`config.mk`:
```
export PLATFORM = sky130hd
export DESIGN_NAME = dadj_ram
export DESIGN_NICKNAME = d
export VERILOG_FILES = /design/src/rtl/dadj_ram.sv
export SDC_FILE = /design/constraint.sdc
export NUM_CORES = 1
export LEC_CHECK = 0
export BUFFER_PORTS_ARGS = -buffer_cell sky130_fd_sc_hd__buf_2
export CAP_MARGIN = 20
export CORE_MARGIN = 3
export CORE_UTILIZATION = 55
export CTS_BUF_LIST = sky130_fd_sc_hd__clkbuf_8
export DETAILED_ROUTE_END_ITERATION = 8
export PLACE_DENSITY = 0.73
export SYNTH_ARGS = -nofsm -noshare
export SYNTH_HDL_FRONTEND = slang
export SYNTH_SLANG_ARGS = --single-unit
```
`constraint.sdc`:
```
create_clock -name clk -period 2 [get_ports clk]
set_clock_uncertainty 0.1 [all_clocks]
set_input_delay 0.2 -clock clk [delete_from_list [all_inputs] [get_ports clk]]
set_output_delay 0.2 -clock clk [all_outputs]
set_load 0.01 [all_outputs]
```
`src/rtl/dadj_ram.sv`:
```
// Generic simple dual-port RAM with one write port and a registered read port.
`default_nettype none
module dadj_ram #(
  parameter int WIDTH = 8,
  parameter int DEPTH = 16
) (
  input  wire logic                            clk,
  input  wire logic                            wr_en,
  input  wire logic [$clog2(DEPTH)-1:0]        wr_addr,
  input  wire logic [WIDTH-1:0]                wr_data,
  input  wire logic                            rd_en,
  input  wire logic [$clog2(DEPTH)-1:0]        rd_addr,
  output logic      [WIDTH-1:0]                rd_data
);

  logic [WIDTH-1:0] mem [DEPTH];

  always_ff @(posedge clk) begin
    if (wr_en) begin
      mem[wr_addr] <= wr_data;
    end
  end

  // read data holds while no read is issued
  always_ff @(posedge clk) begin
    if (rd_en) begin
      rd_data <= mem[rd_addr];
    end
  end

endmodule
`default_nettype wire

```
==> reports/qor.log <==
qor: global_routing.antenna_violations_before_repair 0
qor: clock_tree.numClockSinks 136
qor: yosys.yosysWarningCount 0
qor: global_routing.grt_use_total 0.199
qor: layout.final_layout_size_suffix_gt1_frac 0.319
qor: yosys.synth_enable_flop_cells 136
qor: yosys.dominantRegCellSynth sky130_fd_sc_hd__edfxtp_1
qor: clock_tree.cts_tree built
qor: place.portBuffers 26
qor: clock_tree.cts.reportedPaths.clkPinSlew 0.08 ns
qor: timing.max_freq 0.632 GHz
qor: worst_hold_path.holdCritPathClass input pin to flop
qor: yosys.netlist-cell-type-count 18
qor: yosys.most_used_standard_cells_in_the_synthesized_netlist sky130_fd_sc_hd__edfxtp_1 (136), sky130_fd_sc_hd__mux4_2 (18), sky130_fd_sc_hd__a22oi_1 (16)
qor: die.die_h 103 µm
qor: layout.synthToLayoutAreaGrowth 14.6%
qor: timing.final-setup-viol-count 0
qor: timing.period_minus_slack 1.58 ns
qor: clock_tree.post_cts_resized 0
qor: timing.setup_total_negative_slack 0 ns
qor: pwr.ir_drop 532 µV
qor: timing.max-slew-margin-rel 0.739
qor: detailed_routing.route.detailed.vias_per_inst 5.76
qor: timing.min_period_over_period 0.791
qor: worst_setup_path.critical_path_peak_fanout 1
qor: clock_tree.cts-root-buf sky130_fd_sc_hd__clkbuf_8
qor: detailed_routing.firstDrtPassIters 4
qor: die.io_pins 27
qor: place.gpl.final_weighted_congestion 0.735
qor: clock_tree.clock_tree.htree_level_count 4
qor: clock_tree.postCtsSetupBuffers 0
qor: detailed_routing.route.antenna.remaining_nets 0
qor: clock_tree.postCtsHoldBufs 0
qor: die.std_cell_rows 34
qor: die.dieArea 10,700 µm²
qor: timing.layout_setup_ws 0.418 ns
qor: global_routing.gr_overflow_total 0
qor: worst_setup_path.critPathRequiredTime 2.06 ns
qor: die.die_w 103 µm
qor: detailed_routing.finalWirelength 9390 µm
qor: worst_setup_path.timing.critical_path.from_type flop
qor: timing.final_max_slew_viol_count 0
qor: clock_tree.cts_max_path_buffers 2
qor: worst_setup_path.cp-end-kind flop
qor: pwr.power.leakage 0.00201 µW
qor: detailed_routing.dr.first_iter.drc_count 180
qor: global_routing.first_global_vias 2,536
qor: yosys.yosysTopAreaCellShare 0.781
qor: yosys.syn_inst 229
qor: yosys.synth-seq-cells 136
qor: yosys.post_synthesis_sequential_area_ratio 0.781
qor: worst_setup_path.setup.worst_path.class flop to flop
qor: layout.n_antenna_cell 0
qor: job.drv.max_cap_violation_count 0
qor: yosys.synth_top_cell_by_area sky130_fd_sc_hd__edfxtp_1
qor: place.dpl.hpwl 6080 µm
qor: detailed_routing.drt_drc_violations_left 0
qor: yosys.postSynthNetCount 248
qor: pwr.power_per_cell_area 932 nW/µm²
qor: detailed_routing.route.detailed.wl_per_inst 22.2 µm
qor: yosys.mappedNetlistArea 5230 µm²
qor: timing.worstMarginPinSlew 0.391 ns
qor: global_routing.first_pass_grt_wire_length 14,500 µm
qor: detailed_routing.dr_total_vias 2,443
qor: clock_tree.tritoncts.num_buffers 17
qor: outcome.run_status completed
qor: global_routing.pin_count_of_the_biggest_net_entering_global_routing 22
qor: place.dp_slack 0.124 ns
qor: layout.finalNetCount 305
qor: die.initial_utilization 0.582
qor: timing.finalHoldViolations 0
qor: yosys.async_set_reset_flop_share_out_of_synthesis 0
qor: yosys.synth_area_per_cell 22.8 µm²
qor: yosys.synthMostInstantiatedCell sky130_fd_sc_hd__edfxtp_1
qor: clock_tree.clock_insertion_delay_worst_skew 0.42 ns
qor: timing.rsz_0062_raised_after_global_routing false
qor: yosys.top_area_cells_in_the_synthesized_netlist sky130_fd_sc_hd__edfxtp_1 (78%), sky130_fd_sc_hd__mux4_2 (7.8%), sky130_fd_sc_hd__mux4_1 (7.0%)
qor: worst_setup_path.worstPathArrival 1.64 ns
qor: die.core-area 8980 µm²
-- path summary, 6_finish.rpt --
| kind | to | from | cells past startpoint | slack (ns) |
|---|---|---|---|---|
| worst max-delay path | rd_data[7] | mem[11][7] | 3 | 0.42 |
| worst min-delay path | mem[15][7] | wr_data[7] | 1 | 0.06 |
| worst max register to register | rd_data[7] | mem[11][7] | 3 | 0.42 |
| worst min register to register | rd_data[0] | mem[15][0] | 3 | 0.64 |
-- logic make-up after synthesis --
logic type | count (synthesis) | synth area share
AOI/OAI and AO/OA | 16 | 0.0230
buffers and inverters | 10 | 0.0165
DFF | 136 | 0.781
muxes | 32 | 0.148
and+or+nand+nor | 35 | 0.0314
-- report_power, final --
| part | total (µW) | switching, µW | internal (µW) |
|---|---|---|---|
| logic | 294 | 165 | 129 |
| registers | 3230 | 17.9 | 3210 |
| clock network | 2060 | 978 | 1080 |
-- flip-flops by register name, summed over array words and instances (netlist names) --
register	flops
rd_data	8
mem	128
-- critical path, cell delays in order (launching register included) --
cell,delay [ns]
sky130_fd_sc_hd__edfxtp_1,0.37
sky130_fd_sc_hd__mux4_2,0.47
sky130_fd_sc_hd__a22oi_1,0.28
sky130_fd_sc_hd__nand2_1,0.09
-- stage by stage --
| stage | cell area (µm²) | std cells | utilization | hold WS, ns | power (µW) |
|---|---|---|---|---|---|
| 4_1_cts | 5990 | 424 | 0.667 | 0.0317 | 5630 |
| 6_report | 5990 | 424 | 0.667 | 0.0596 | 5580 |
| 2_1_floorplan | 5230 | 229 | - | 0.199 | 3450 |
| 3_3_place_gp | 5620 | 393 | 0.626 | 0.478 | 3580 |
| 5_1_grt | 5990 | 424 | 0.667 | 0.0417 | 5790 |
| 3_5_place_dp | 5620 | 393 | 0.626 | 0.491 | 3590 |
-- metal layers --
metal / vias up / wire length [µm] / GRT usage
met5: - / 0 / 0
met4: 0 / 60 / 0.0568
met3: 4 / 395 / 0.0537
met2: 63 / 4870 / 0.318
met1: 1282 / 4070 / 0.275
li1: 1094 / - / -
-- final cells by class --
| cell class | count | area, µm² |
|---|---|---|
| Tap cell | 126 | 158 |
| Fill cell | 590 | 2990 |
| Clock inverter | 14 | 135 |
| Sequential cell | 136 | 4080 |
| Timing Repair Buffer | 48 | 320 |
| Multi-Input combinational cell | 83 | 1060 |
| Clock buffer | 17 | 234 |
-- cells in the final DEF (no fill, tap or decap), types with 4 or more instances in the layout --
master                     synthesis  routed
sky130_fd_sc_hd__mux4_1           14      14
sky130_fd_sc_hd__buf_2             3      26
sky130_fd_sc_hd__nor3_1            4       4
sky130_fd_sc_hd__nor2_1           13      13
sky130_fd_sc_hd__nand2_1           9       9
sky130_fd_sc_hd__buf_4             1      20
sky130_fd_sc_hd__edfxtp_1        136     136
sky130_fd_sc_hd__mux4_2           18      18
sky130_fd_sc_hd__a22oi_1          16      16
sky130_fd_sc_hd__clkbuf_8          0      17
(Power assumes the default switching activity.)
